[config.mk]
export PLATFORM = sky130hd
export DESIGN_NAME = http_chunked_decoder
export DESIGN_NICKNAME = d
export VERILOG_FILES = /design/src/rtl/hcd_pkg.sv /design/src/rtl/hcd_in_reg.sv /design/src/rtl/hcd_core.sv /design/src/rtl/http_chunked_decoder.sv
export VERILOG_INCLUDE_DIRS = /design/src /design/src/rtl
export SDC_FILE = /design/constraint.sdc
export NUM_CORES = 1
export LEC_CHECK = 0
export ABC_AREA = 1
export BUFFER_PORTS_ARGS = -buffer_cell sky130_fd_sc_hd__buf_2
export CAP_MARGIN = 40
export CORE_MARGIN = 3
export CORE_UTILIZATION = 55
export CTS_CLUSTER_DIAMETER = 80
export DETAILED_ROUTE_END_ITERATION = 8
export PLACE_DENSITY_LB_ADDON = 0.05
export SLEW_MARGIN = 25
export SYNTH_ARGS = -nofsm -noshare
export SYNTH_HDL_FRONTEND = slang
export SYNTH_SLANG_ARGS = --single-unit
[constraint.sdc]
create_clock -name clk -period 3.05 [get_ports clk]
set_input_delay 0.305 -clock clk [delete_from_list [all_inputs] [get_ports clk]]
set_output_delay 0.305 -clock clk [all_outputs]
set_load 0.01 [all_outputs]
[src/rtl/http_chunked_decoder_assert.svh]
// assertion macros for the chunked decoder
// HCD_ASSERT checks a property on the rising edge of clk outside reset
// HCD_NEVER checks that an expression is never true
`ifndef HTTP_CHUNKED_DECODER_ASSERT_SVH
`define HTTP_CHUNKED_DECODER_ASSERT_SVH
`ifndef SYNTHESIS
`define HCD_ASSERT(lbl, prop, msg) \
    lbl: assert property (@(posedge clk) disable iff (!rst_n) prop) else $error(msg);
`define HCD_NEVER(lbl, expr, msg) `HCD_ASSERT(lbl, !(expr), msg)
`else
`define HCD_ASSERT(lbl, prop, msg)
`define HCD_NEVER(lbl, expr, msg)
`endif
`endif

[src/rtl/hcd_pkg.sv]
package hcd_pkg;

    // default width of the chunk length
    localparam int LEN_BITS_DEF = 32;

    // result codes
    localparam logic [2:0] ERR_NONE      = 3'd0;
    localparam logic [2:0] ERR_NO_DIGITS = 3'd1;
    localparam logic [2:0] ERR_TRUNCATED = 3'd2;
    localparam logic [2:0] ERR_NO_CRLF   = 3'd3;
    localparam logic [2:0] ERR_OVERFLOW  = 3'd4;

    // one encoded byte as held in the input register
    typedef struct packed {
        logic       last;
        logic [7:0] data;
    } hcd_item_t;

    // result of one processed byte
    typedef struct packed {
        logic       valid;
        logic [7:0] out_byte;
        logic       payload_valid;
        logic       finished;
        logic [2:0] error_code;
    } hcd_result_t;

    // true for 0-9, A-F, a-f
    function automatic logic hcd_is_hex(input logic [7:0] c);
        return (c >= 8'h30 && c <= 8'h39) || (c >= 8'h41 && c <= 8'h46) ||
               (c >= 8'h61 && c <= 8'h66);
    endfunction

    // value of a hex digit, zero for anything else
    function automatic logic [3:0] hcd_hex_val(input logic [7:0] c);
        logic [7:0] v;
        v = 8'h00;
        if (c >= 8'h30 && c <= 8'h39)
        begin
            v = c - 8'h30;
        end
        else if (c >= 8'h41 && c <= 8'h46)
        begin
            v = c - 8'h37;
        end
        else if (c >= 8'h61 && c <= 8'h66)
        begin
            v = c - 8'h57;
        end
        return v[3:0];
    endfunction

    // space, HT, LF, VT, FF, CR
    function automatic logic hcd_is_space(input logic [7:0] c);
        return (c == 8'h20) || (c >= 8'h09 && c <= 8'h0D);
    endfunction

endpackage

[src/rtl/hcd_in_reg.sv]
module hcd_in_reg
    import hcd_pkg::*;
(
    input  logic      clk,
    input  logic      rst_n,
    input  logic      s_axis_tvalid,
    output logic      s_axis_tready,
    input  logic [7:0] s_axis_tdata,  // in_byte[7:0]
    input  logic      s_axis_tlast,   // end_of_input
    input  logic      take,
    output logic      item_valid,
    output hcd_item_t item
);

    logic      valid_reg;
    logic      valid_next;
    hcd_item_t item_reg;
    logic      accept;

    // room when empty or when the held request moves on this cycle
    assign s_axis_tready = !valid_reg || take;
    assign accept        = s_axis_tvalid && s_axis_tready;

    always_comb
    begin
        valid_next = valid_reg;
        if (accept)
        begin
            valid_next = 1'b1;
        end
        else if (take)
        begin
            valid_next = 1'b0;
        end
    end

    // control
    always_ff @(posedge clk or negedge rst_n)
    begin
        if (!rst_n)
        begin
            valid_reg <= 1'b0;
        end
        else
        begin
            valid_reg <= valid_next;
        end
    end

    // payload
    always_ff @(posedge clk)
    begin
        if (accept)
        begin
            item_reg.data <= s_axis_tdata;
            item_reg.last <= s_axis_tlast;
        end
    end

    assign item_valid = valid_reg;
    assign item       = item_reg;

endmodule

[src/rtl/hcd_core.sv]
module hcd_core
    import hcd_pkg::*;
#(
    parameter int LEN_BITS = LEN_BITS_DEF
)
(
    input  logic        clk,
    input  logic        rst_n,
    input  logic        fire,
    input  hcd_item_t   item,
    output hcd_result_t result
);

    localparam logic [7:0] CH_CR   = 8'h0D;
    localparam logic [7:0] CH_LF   = 8'h0A;
    localparam logic [7:0] CH_ZERO = 8'h30;
    localparam logic [7:0] CH_X_LO = 8'h78;
    localparam logic [7:0] CH_X_UP = 8'h58;
    localparam logic [LEN_BITS-1:0] LEN_ONE = {{(LEN_BITS-1){1'b0}}, 1'b1};

    typedef enum logic [2:0] {
        PH_WS, PH_ZERO, PH_DIGITS, PH_REST, PH_OVF, PH_DATA, PH_TRAIL_CR, PH_TRAIL_LF
    } phase_t;

    phase_t              phase_reg, phase_next;
    logic [LEN_BITS-1:0] len_reg, len_next;
    logic [LEN_BITS-1:0] rem_reg, rem_next;
    logic                digit_reg, digit_next;
    logic                cr_reg, cr_next;
    logic                done_reg, done_next;

    logic       [7:0] c;
    logic             hex_ok;
    logic       [3:0] d;
    logic             len_full;
    logic             fin;
    logic       [2:0] fin_code;

    assign c        = item.data;
    assign hex_ok   = hcd_is_hex(c);
    assign d        = hcd_hex_val(c);
    assign len_full = (len_reg[LEN_BITS-1 -: 4] != 4'h0);

    // per-byte decode step
    always_comb
    begin
        phase_next = phase_reg;
        len_next   = len_reg;
        rem_next   = rem_reg;
        digit_next = digit_reg;
        cr_next    = cr_reg;
        done_next  = done_reg;
        fin        = 1'b0;
        fin_code   = ERR_NONE;
        result     = '0;

        if (fire && !done_reg)
        begin
            unique case (phase_reg)
                PH_DATA:
                begin
                    if (item.last)
                    begin
                        fin      = 1'b1;
                        fin_code = ERR_TRUNCATED;
                    end
                    else
                    begin
                        rem_next = rem_reg - LEN_ONE;
                        if (rem_reg == LEN_ONE)
                        begin
                            phase_next = PH_TRAIL_CR;
                        end
                        result.valid         = 1'b1;
                        result.out_byte      = c;
                        result.payload_valid = 1'b1;
                    end
                end
                PH_TRAIL_CR:
                begin
                    if (item.last)
                    begin
                        fin      = 1'b1;
                        fin_code = ERR_TRUNCATED;
                    end
                    else if (c != CH_CR)
                    begin
                        fin      = 1'b1;
                        fin_code = ERR_NO_CRLF;
                    end
                    else
                    begin
                        phase_next = PH_TRAIL_LF;
                    end
                end
                PH_TRAIL_LF:
                begin
                    if (c != CH_LF)
                    begin
                        fin      = 1'b1;
                        fin_code = ERR_NO_CRLF;
                    end
                    else
                    begin
                        phase_next = PH_WS;
                        len_next   = '0;
                        digit_next = 1'b0;
                        cr_next    = 1'b0;
                        if (item.last)
                        begin
                            fin      = 1'b1;
                            fin_code = ERR_NONE;
                        end
                    end
                end
                default:
                begin
                    // size line
                    if (c == CH_LF && cr_reg)
                    begin
                        cr_next    = 1'b0;
                        phase_next = PH_WS;
                        if (phase_reg == PH_OVF)
                        begin
                            fin      = 1'b1;
                            fin_code = ERR_OVERFLOW;
                        end
                        else if (!digit_reg)
                        begin
                            fin      = 1'b1;
                            fin_code = ERR_NO_DIGITS;
                        end
                        else
                        begin
                            digit_next = 1'b0;
                            if (len_reg == '0)
                            begin
                                fin      = 1'b1;
                                fin_code = ERR_NONE;
                            end
                            else if (item.last)
                            begin
                                fin      = 1'b1;
                                fin_code = ERR_TRUNCATED;
                            end
                            else
                            begin
                                rem_next   = len_reg;
                                phase_next = PH_DATA;
                            end
                        end
                    end
                    else
                    begin
                        cr_next = (c == CH_CR);
                        unique case (phase_reg)
                            PH_WS:
                            begin
                                if (c == CH_ZERO)
                                begin
                                    digit_next = 1'b1;
                                    len_next   = '0;
                                    phase_next = PH_ZERO;
                                end
                                else if (hex_ok)
                                begin
                                    digit_next = 1'b1;
                                    len_next   = {{(LEN_BITS-4){1'b0}}, d};
                                    phase_next = PH_DIGITS;
                                end
                                else if (!hcd_is_space(c))
                                begin
                                    phase_next = PH_REST;
                                end
                            end
                            PH_ZERO, PH_DIGITS:
                            begin
                                if (phase_reg == PH_ZERO && (c == CH_X_LO || c == CH_X_UP))
                                begin
                                    phase_next = PH_DIGITS;
                                end
                                else if (hex_ok)
                                begin
                                    // append a digit unless the top nibble is in use
                                    if (len_full)
                                    begin
                                        phase_next = PH_OVF;
                                    end
                                    else
                                    begin
                                        len_next   = {len_reg[LEN_BITS-5:0], d};
                                        phase_next = PH_DIGITS;
                                    end
                                end
                                else
                                begin
                                    phase_next = PH_REST;
                                end
                            end
                            default:
                            begin
                            end
                        endcase
                        if (item.last)
                        begin
                            fin      = 1'b1;
                            fin_code = ERR_TRUNCATED;
                        end
                    end
                end
            endcase

            // end of decoding
            if (fin)
            begin
                done_next         = 1'b1;
                result            = '0;
                result.valid      = 1'b1;
                result.finished   = 1'b1;
                result.error_code = fin_code;
            end
        end
    end

    // decoder state
    always_ff @(posedge clk or negedge rst_n)
    begin
        if (!rst_n)
        begin
            phase_reg <= PH_WS;
            len_reg   <= '0;
            rem_reg   <= '0;
            digit_reg <= 1'b0;
            cr_reg    <= 1'b0;
            done_reg  <= 1'b0;
        end
        else
        begin
            phase_reg <= phase_next;
            len_reg   <= len_next;
            rem_reg   <= rem_next;
            digit_reg <= digit_next;
            cr_reg    <= cr_next;
            done_reg  <= done_next;
        end
    end

endmodule

[src/rtl/http_chunked_decoder.sv]
// chunked body decoder, one encoded byte per request
// a result is decoded combinationally from the byte in the input register and
// registered in the output register; throughput: one byte per cycle unless
// the master side holds off m_axis_tready
// reset: asynchronous active-low rst_n returns to the start of a size line and
// empties both registers
`include "http_chunked_decoder_assert.svh"

module http_chunked_decoder
    import hcd_pkg::*;
#(
    parameter int LEN_BITS = LEN_BITS_DEF
)
(
    input  logic        clk,
    input  logic        rst_n,
    input  logic        s_axis_tvalid,
    output logic        s_axis_tready,
    input  logic [7:0]  s_axis_tdata,   // in_byte[7:0]
    input  logic        s_axis_tlast,   // end_of_input
    output logic        m_axis_tvalid,
    input  logic        m_axis_tready,
    output logic [15:0] m_axis_tdata,   // out_byte[7:0], error_code[10:8], zero[15:11]
    output logic        m_axis_tuser,   // payload_valid
    output logic        m_axis_tlast    // finished
);

    hcd_item_t   item;
    logic        item_valid;
    logic        fire;
    hcd_result_t result;

    logic        out_valid_reg, out_valid_next;
    hcd_result_t out_reg;

    // held byte moves on when the output register is free or draining
    assign fire = item_valid && (!out_valid_reg || m_axis_tready);

    hcd_in_reg u_in_reg (
        .clk           (clk),
        .rst_n         (rst_n),
        .s_axis_tvalid (s_axis_tvalid),
        .s_axis_tready (s_axis_tready),
        .s_axis_tdata  (s_axis_tdata),
        .s_axis_tlast  (s_axis_tlast),
        .take          (fire),
        .item_valid    (item_valid),
        .item          (item)
    );

    hcd_core #(
        .LEN_BITS (LEN_BITS)
    ) u_core (
        .clk    (clk),
        .rst_n  (rst_n),
        .fire   (fire),
        .item   (item),
        .result (result)
    );

    // output register
    always_comb
    begin
        out_valid_next = out_valid_reg;
        if (fire && result.valid)
        begin
            out_valid_next = 1'b1;
        end
        else if (m_axis_tready)
        begin
            out_valid_next = 1'b0;
        end
    end

    always_ff @(posedge clk or negedge rst_n)
    begin
        if (!rst_n)
        begin
            out_valid_reg <= 1'b0;
        end
        else
        begin
            out_valid_reg <= out_valid_next;
        end
    end

    always_ff @(posedge clk)
    begin
        if (fire && result.valid)
        begin
            out_reg <= result;
        end
    end

    assign m_axis_tvalid = out_valid_reg;
    assign m_axis_tdata  = {5'b00000, out_reg.error_code, out_reg.out_byte};
    assign m_axis_tuser  = out_reg.payload_valid;
    assign m_axis_tlast  = out_reg.finished;

    // checks
    `HCD_NEVER(a_payload_not_final, m_axis_tvalid && m_axis_tuser && m_axis_tlast, "payload on final result")
    `HCD_ASSERT(a_code_only_final, m_axis_tvalid && !m_axis_tlast |-> m_axis_tdata[10:8] == ERR_NONE, "error code on non-final result")
    `HCD_ASSERT(a_byte_only_payload, m_axis_tvalid && !m_axis_tuser |-> m_axis_tdata[7:0] == 8'h00, "data byte without payload flag")
    `HCD_ASSERT(a_silent_after_final, m_axis_tvalid && m_axis_tready && m_axis_tlast |=> !m_axis_tvalid, "result after final result")

endmodule

=== Word level (Yosys, flattened, before mapping) ===
Index checks and enable logic that the tools add are counted.
W data, S select, Z words.

* RAM bits: 0
* Input port bits: 13
* Bits in latches: 0
* Bits in registers: 94
* Output and inout port bits: 20
* Bits in read-only memories: 0
* Memories: 0

* Equal/unequal tests: 30
* Add/sub/neg operators: 4
* Multiply operators: 0
* Shifts and indexed selects: 0
* Multiplexer cells: 73
* Order comparisons: 8
* Divide/modulo/power cells: 0
* Reductions and logical operators: 41
* Bitwise gates (word level): 4

{| class="wikitable"
|+ Operators with widths
! cell !! number
|-
| $mux W32 || 13
|-
| $pmux W32 S2 || 3
|-
| $mux W3 || 21
|-
| $eq A32 B1 Y1 const B || 1
|-
| $logic_not A32 Y1 || 1
|-
| $sub A32 B1 Y32 const B || 1
|-
| $mux W14 || 2
|-
| $mux W1 || 20
|-
| $mux W10 || 2
|-
| $pmux W3 S3 || 2
|-
| $eq A8 B4 Y1 const B || 2
|-
| $eq A8 B6 Y1 const B || 2
|-
| $eq A8 B7 Y1 const B || 2
|-
| $ge A8 B7 Y1 const B || 2
|-
| $le A8 B7 Y1 const B || 2
|-
| $ne A8 B4 Y1 const B || 2
|-
| $reduce_and A8 Y1 || 2
|-
| $ne A2 B2 Y1 const B || 7
|-
| $eq A3 B3 Y1 const B || 4
|-
| $mux W4 || 3
|-
| $ne A3 B3 Y1 const B || 4
|-
| $logic_and A1 B1 Y1 || 10
|-
| $reduce_and A9 Y1 || 1
|-
| $ge A8 B4 Y1 const B || 1
|-
| 29 further kinds || 50
|}

=== Depth between registers and ports, before layout ===
* Depth after elaboration: 11
* Depth in mapped cells: 14
* Mapped depth without buffers: 14

=== By module ===
Synthesis repeated with hierarchy kept, for this count alone.

* Cells, all modules: 810
* Area, all modules: 5793.1 um^2

{| class="wikitable"
|+ By module, submodules not included
! module !! cells an instance !! instances !! area an instance (um^2)
|-
| hcd_core || 767 || 1 || 4982.3
|-
| http_chunked_decoder || 28 || 1 || 495.5
|-
| hcd_in_reg || 15 || 1 || 315.3
|}

=== Worst setup path after synthesis ===
No wires, ideal clock.

* Kind: register to register
* From: register u_in_reg.item_reg, in the netlist u_in_reg.item[0]
* To: register out_reg, in the netlist m_axis_tdata[0], enable pin
* Path buffers: 0
* Arrival: 1.874 ns
* Setup slack: 0.837 ns
* Cell stages (with the launch flop): 12
* Path through: edfxtp_1 > inv_1 > ha_1 > nand3_2 > nor2_2 > nand2_4 > nor2_1 > nand2_1 > nand3_1 > nand2_1 > nand2_1 > nand2_1

* Longest elaborated chain between the ends: 8
* Elaborated cells between the ends (all ways): 13
* Classes of those cells: eq/ne: 3; mux: 8; reduce/logical: 2

{| class="wikitable"
|+ RTL lines
! what !! line !! text
|-
| start: declaration || hcd_in_reg.sv:17 || <nowiki>hcd_item_t item_reg;</nowiki>
|-
| $ne A8 B4 Y1 or $eq A8 B4 Y1 (tied branches) || hcd_core.sv:86, hcd_core.sv:119 ||
|-
| $mux W1 or $logic_and A1 B1 Y1 (tied branches) || hcd_core.sv:86, hcd_core.sv:119 ||
|-
| $mux W1 (on tied branches) || hcd_core.sv:81, hcd_core.sv:119 ||
|-
| $pmux W1 S3 * || hcd_core.sv:59 || <nowiki>unique case (phase_reg)</nowiki>
|-
| $mux W1 * || hcd_core.sv:57 || <nowiki>if (fire && !done_reg)</nowiki>
|-
| $mux W14 * || hcd_core.sv:214 || <nowiki>if (fin)</nowiki>
|-
| $mux W14 * || hcd_core.sv:57 ||
|-
| $logic_and A1 B1 Y1 * || http_chunked_decoder.sv:89 || <nowiki>if (fire && result.valid)</nowiki>
|-
| end signal: assignment || http_chunked_decoder.sv:91 || <nowiki>out_reg <= result;</nowiki>
|-
| end: declaration || http_chunked_decoder.sv:34 || <nowiki>hcd_result_t out_reg;</nowiki>
|}

Every way passes the cells marked *; elsewhere a longest branch is shown, timed or not. The select of a mux whose other input is x is not followed.
A chain may end at the register's enable or synchronous reset.

=== Worst setup path after layout ===
* From: register u_in_reg.item_reg, in the netlist u_in_reg.item[0]
* To: register out_reg, in the netlist m_axis_tdata[1], enable pin

Same word-level chain as after synthesis.

==> results.sh <==
export IMPL_status="complete, no violations"
export IMPL_grt_max_degree=47
export IMPL_synth_top_flop_cell="dfrtp_1"
export IMPL_synth_most_common_cell="nand2_1"
export IMPL_cp_startpoint="u_in_reg.item[0]"
export IMPL_power_frac_seq_pct=56.3
export IMPL_crit_fanout=13
export IMPL_cts_clk_slew_worst_paths_ns=0.10
export IMPL_sw_frac_of_total_pct=24.5
export IMPL_syn_area_per_cell_um2=6.85
export IMPL_setup_viol=0
export IMPL_io_buffers=27
export IMPL_antenna_found_initial=0
export IMPL_relSlewSlack_pct=60.2
export IMPL_synthTopCellsByArea="dfrtp_1 30%, nand2_1 19%, edfxtp_1 11%"
export IMPL_die_y_um=111
export IMPL_clock_skew_ns=0.00874
export IMPL_die_area_um2=12400
export IMPL_vias=5585
export IMPL_finalHoldViolCount=0
export IMPL_hold_path_class="input pin to register"
export IMPL_routed_wl_um=15000
export IMPL_ioPinCount=33
export IMPL_ir_drop_mv=0.303
export IMPL_chipWidth_um=111
export IMPL_wl_per_cell_um=14.3
export IMPL_synth_top_family_by_area="simple AND/OR/NAND/NOR gates"
export IMPL_antenna_left=0
export IMPL_grt_pass1_wl_um=24900
export IMPL_final_nets=930
export IMPL_clockPowerShare_pct=39.3
export IMPL_synth_simple_area_share_pct=40.1
export IMPL_antenna_cells=0
export IMPL_whs_ns=0.0854
export IMPL_dp_cells=1034
export IMPL_track_usage_pct=24.7
export IMPL_endpoint_kind="register"
export IMPL_insertion_delay_ns=0.39
export IMPL_ys_seq_area_share_pct=40.4
export IMPL_layout_min_cycle_time_ns=2.49
export IMPL_async_flop_share_pct=76.6
export IMPL_synth_compound_area_share_pct=5.84
export IMPL_rows=37
export IMPL_gp_congestion=1.01
export IMPL_cts_buffers=9
export IMPL_area_growth_pct=6.85
export IMPL_start_util_pct=57.8
export IMPL_r2r_start="u_in_reg.item[0]"
export IMPL_register_area_um2=2460
export IMPL_cp_endpoint="m_axis_tdata[1]"
export IMPL_totalPowerFinal_mw=2.32
export IMPL_htreeDepth=3
export IMPL_synth_seq_cells=94
export IMPL_yosysTopAreaCellShare_pct=29.5
export IMPL_clock_sinks=94
export IMPL_grt_setup_unrepaired="no"
export IMPL_drv_cap=0
export IMPL_drt_vias_per_instance=5.31
export IMPL_synth_cells=891
export IMPL_required_ns=3.06
export IMPL_cp_arrival_ns=2.50
export IMPL_ys_warn_count=0
export IMPL_synth_mux_area_share_pct=0.328
export IMPL_final_max_slew_viol_count=0
export IMPL_clockBufferDepth=2
export IMPL_power_switching_uw=567
export IMPL_fin_cells=1051
export IMPL_cts_resized=0
export IMPL_worstMarginPinSlew_ns=0.595
export IMPL_drc=0
export IMPL_synth_area_um2=6100
export IMPL_multi_input_area_um2=3030
export IMPL_hold_start="s_axis_tdata[6]"
export IMPL_fin_setup_tns_ns=0
export IMPL_overflow=0
export IMPL_p_comb_share_pct=4.4
export IMPL_synth_cell_types=41
export IMPL_synth_xor_area_share_pct=1.58
export IMPL_worst_setup_path_type="register to register"
export IMPL_regToRegEndpoint="m_axis_tdata[1]"
export IMPL_cts_root_buf="clkbuf_8"
export IMPL_drtPass1Iterations=5
export IMPL_first_global_vias=5288
export IMPL_cts_tree="yes"
export IMPL_p_leak_nw=3.29
export IMPL_core_area_um2=10600
export IMPL_drtIter0Drc=448
export IMPL_synth_edf_count=22
export IMPL_reg2regPathDepth=11
export IMPL_internal_power_mw=1.75
export IMPL_reg2reg_slack_ns=0.56
export IMPL_fmax_ghz=0.401
export IMPL_drive_gt1_share_pct=9.29
export IMPL_synth_largest_area_cell="dfrtp_1"
export IMPL_filler_cell_count=1000
export IMPL_powerDensity_nw_per_um2=355
export IMPL_period_share_pct=81.7
export IMPL_synth_adder_area_share_pct=1.44
export IMPL_cp_start_kind="register"
export IMPL_yosys_top_cells_count="303 x nand2_1, 137 x nor2_1, 97 x inv_1, 95 x nand3_1, 72 x dfrtp_1"
export IMPL_hpwl_um=10900
## worst min path at each step
stage	end	slack, ns	cells after the start
2_1_floorplan	m_axis_tvalid	0.009	0
3_3_place_gp	u_core.len_reg[4]	0.47	2
3_5_place_dp	u_core.rem_reg[7]	0.26	1
4_1_cts	u_in_reg.item[6]	0.07	1
5_1_grt	u_in_reg.item[1]	0.07	1
6_report	u_in_reg.item[6]	0.09	1
## layer usage
metal  GRT usage [%]  vias up  part of all wire [%]
met5               0        -                     0
met4            14.1        0                   3.8
met3            3.75       37                   5.0
met2            40.0      187                    47
met1            31.6     2545                    45
li1                -     2816                     -
## cells by family (layout without fill, tap and decap cells)
family,Yosys count,count (layout)
and+or+nand+nor,575,575
muxes,2,2
AOI/OAI and AO/OA,63,63
buffers and inverters,138,158
xor gates and xnor gates,11,11
DFF,94,94
adders and majority gates,7,7
other,1,5
## cell type report
cell class              instances  share of cell area [%]
well taps                     136                    2.61
clock inverters                 4                   0.844
flip-flops and latches         94                    37.8
inverters                     105                    6.04
clock buffers                  12                    2.38
repair buffers                 37                    3.91
multi-input cells             663                    46.4
## timing repair
action / 4_1_cts / 5_1_grt
setup buffers: 0 / 0
hold buffers: 1 / 0
endpoints found under the hold margin: 26 / 0
## placed cells by master, fill, tap and decap left out, types with 6 or more instances in the layout
cell,netlist,layout
nand2_1,303,303
nor2_1,137,137
inv_1,97,97
nand3_1,95,95
dfrtp_1,72,72
buf_2,9,26
o21ai_0,24,24
edfxtp_1,22,22
o21ai_1,18,18
clkbuf_8,0,11
nand4_1,9,9
a21oi_1,8,8
buf_4,12,8
inv_2,7,7
xnor2_1,7,7
ha_1,7,7
nand2_2,6,6
## metrics by stage
step | instance area [um^2] | setup WS (ns) | util (%)
2_1_floorplan | 6120 | 0.837 | -
3_3_place_gp | 6240 | 0.668 | 59.2
3_5_place_dp | 6300 | 0.587 | 59.7
4_1_cts | 6520 | 0.556 | 61.8
5_1_grt | 6520 | 0.324 | 61.8
6_report | 6520 | 0.558 | 61.8
## critical path, cell delays in order (launching register included)
cell	delay, ns
edfxtp_1	0.47
inv_1	0.20
ha_1	0.21
nand3_2	0.13
nor2_2	0.22
nand2_4	0.12
nor2_1	0.15
nand2_1	0.07
nand3_1	0.07
nand2_1	0.05
nand2_1	0.07
nand2_1	0.36
## power by group through the flow
stage               clock network [mW]  logic [mW]  registers, mW
floorplan                            0      0.0655           1.32
global placement                     0      0.0951           1.33
detailed placement                   0       0.100           1.33
CTS                              0.931       0.102           1.30
global route                     0.984       0.115           1.31
finish                           0.911       0.101           1.30
Note: power is estimated with default switching activity, not from simulation.
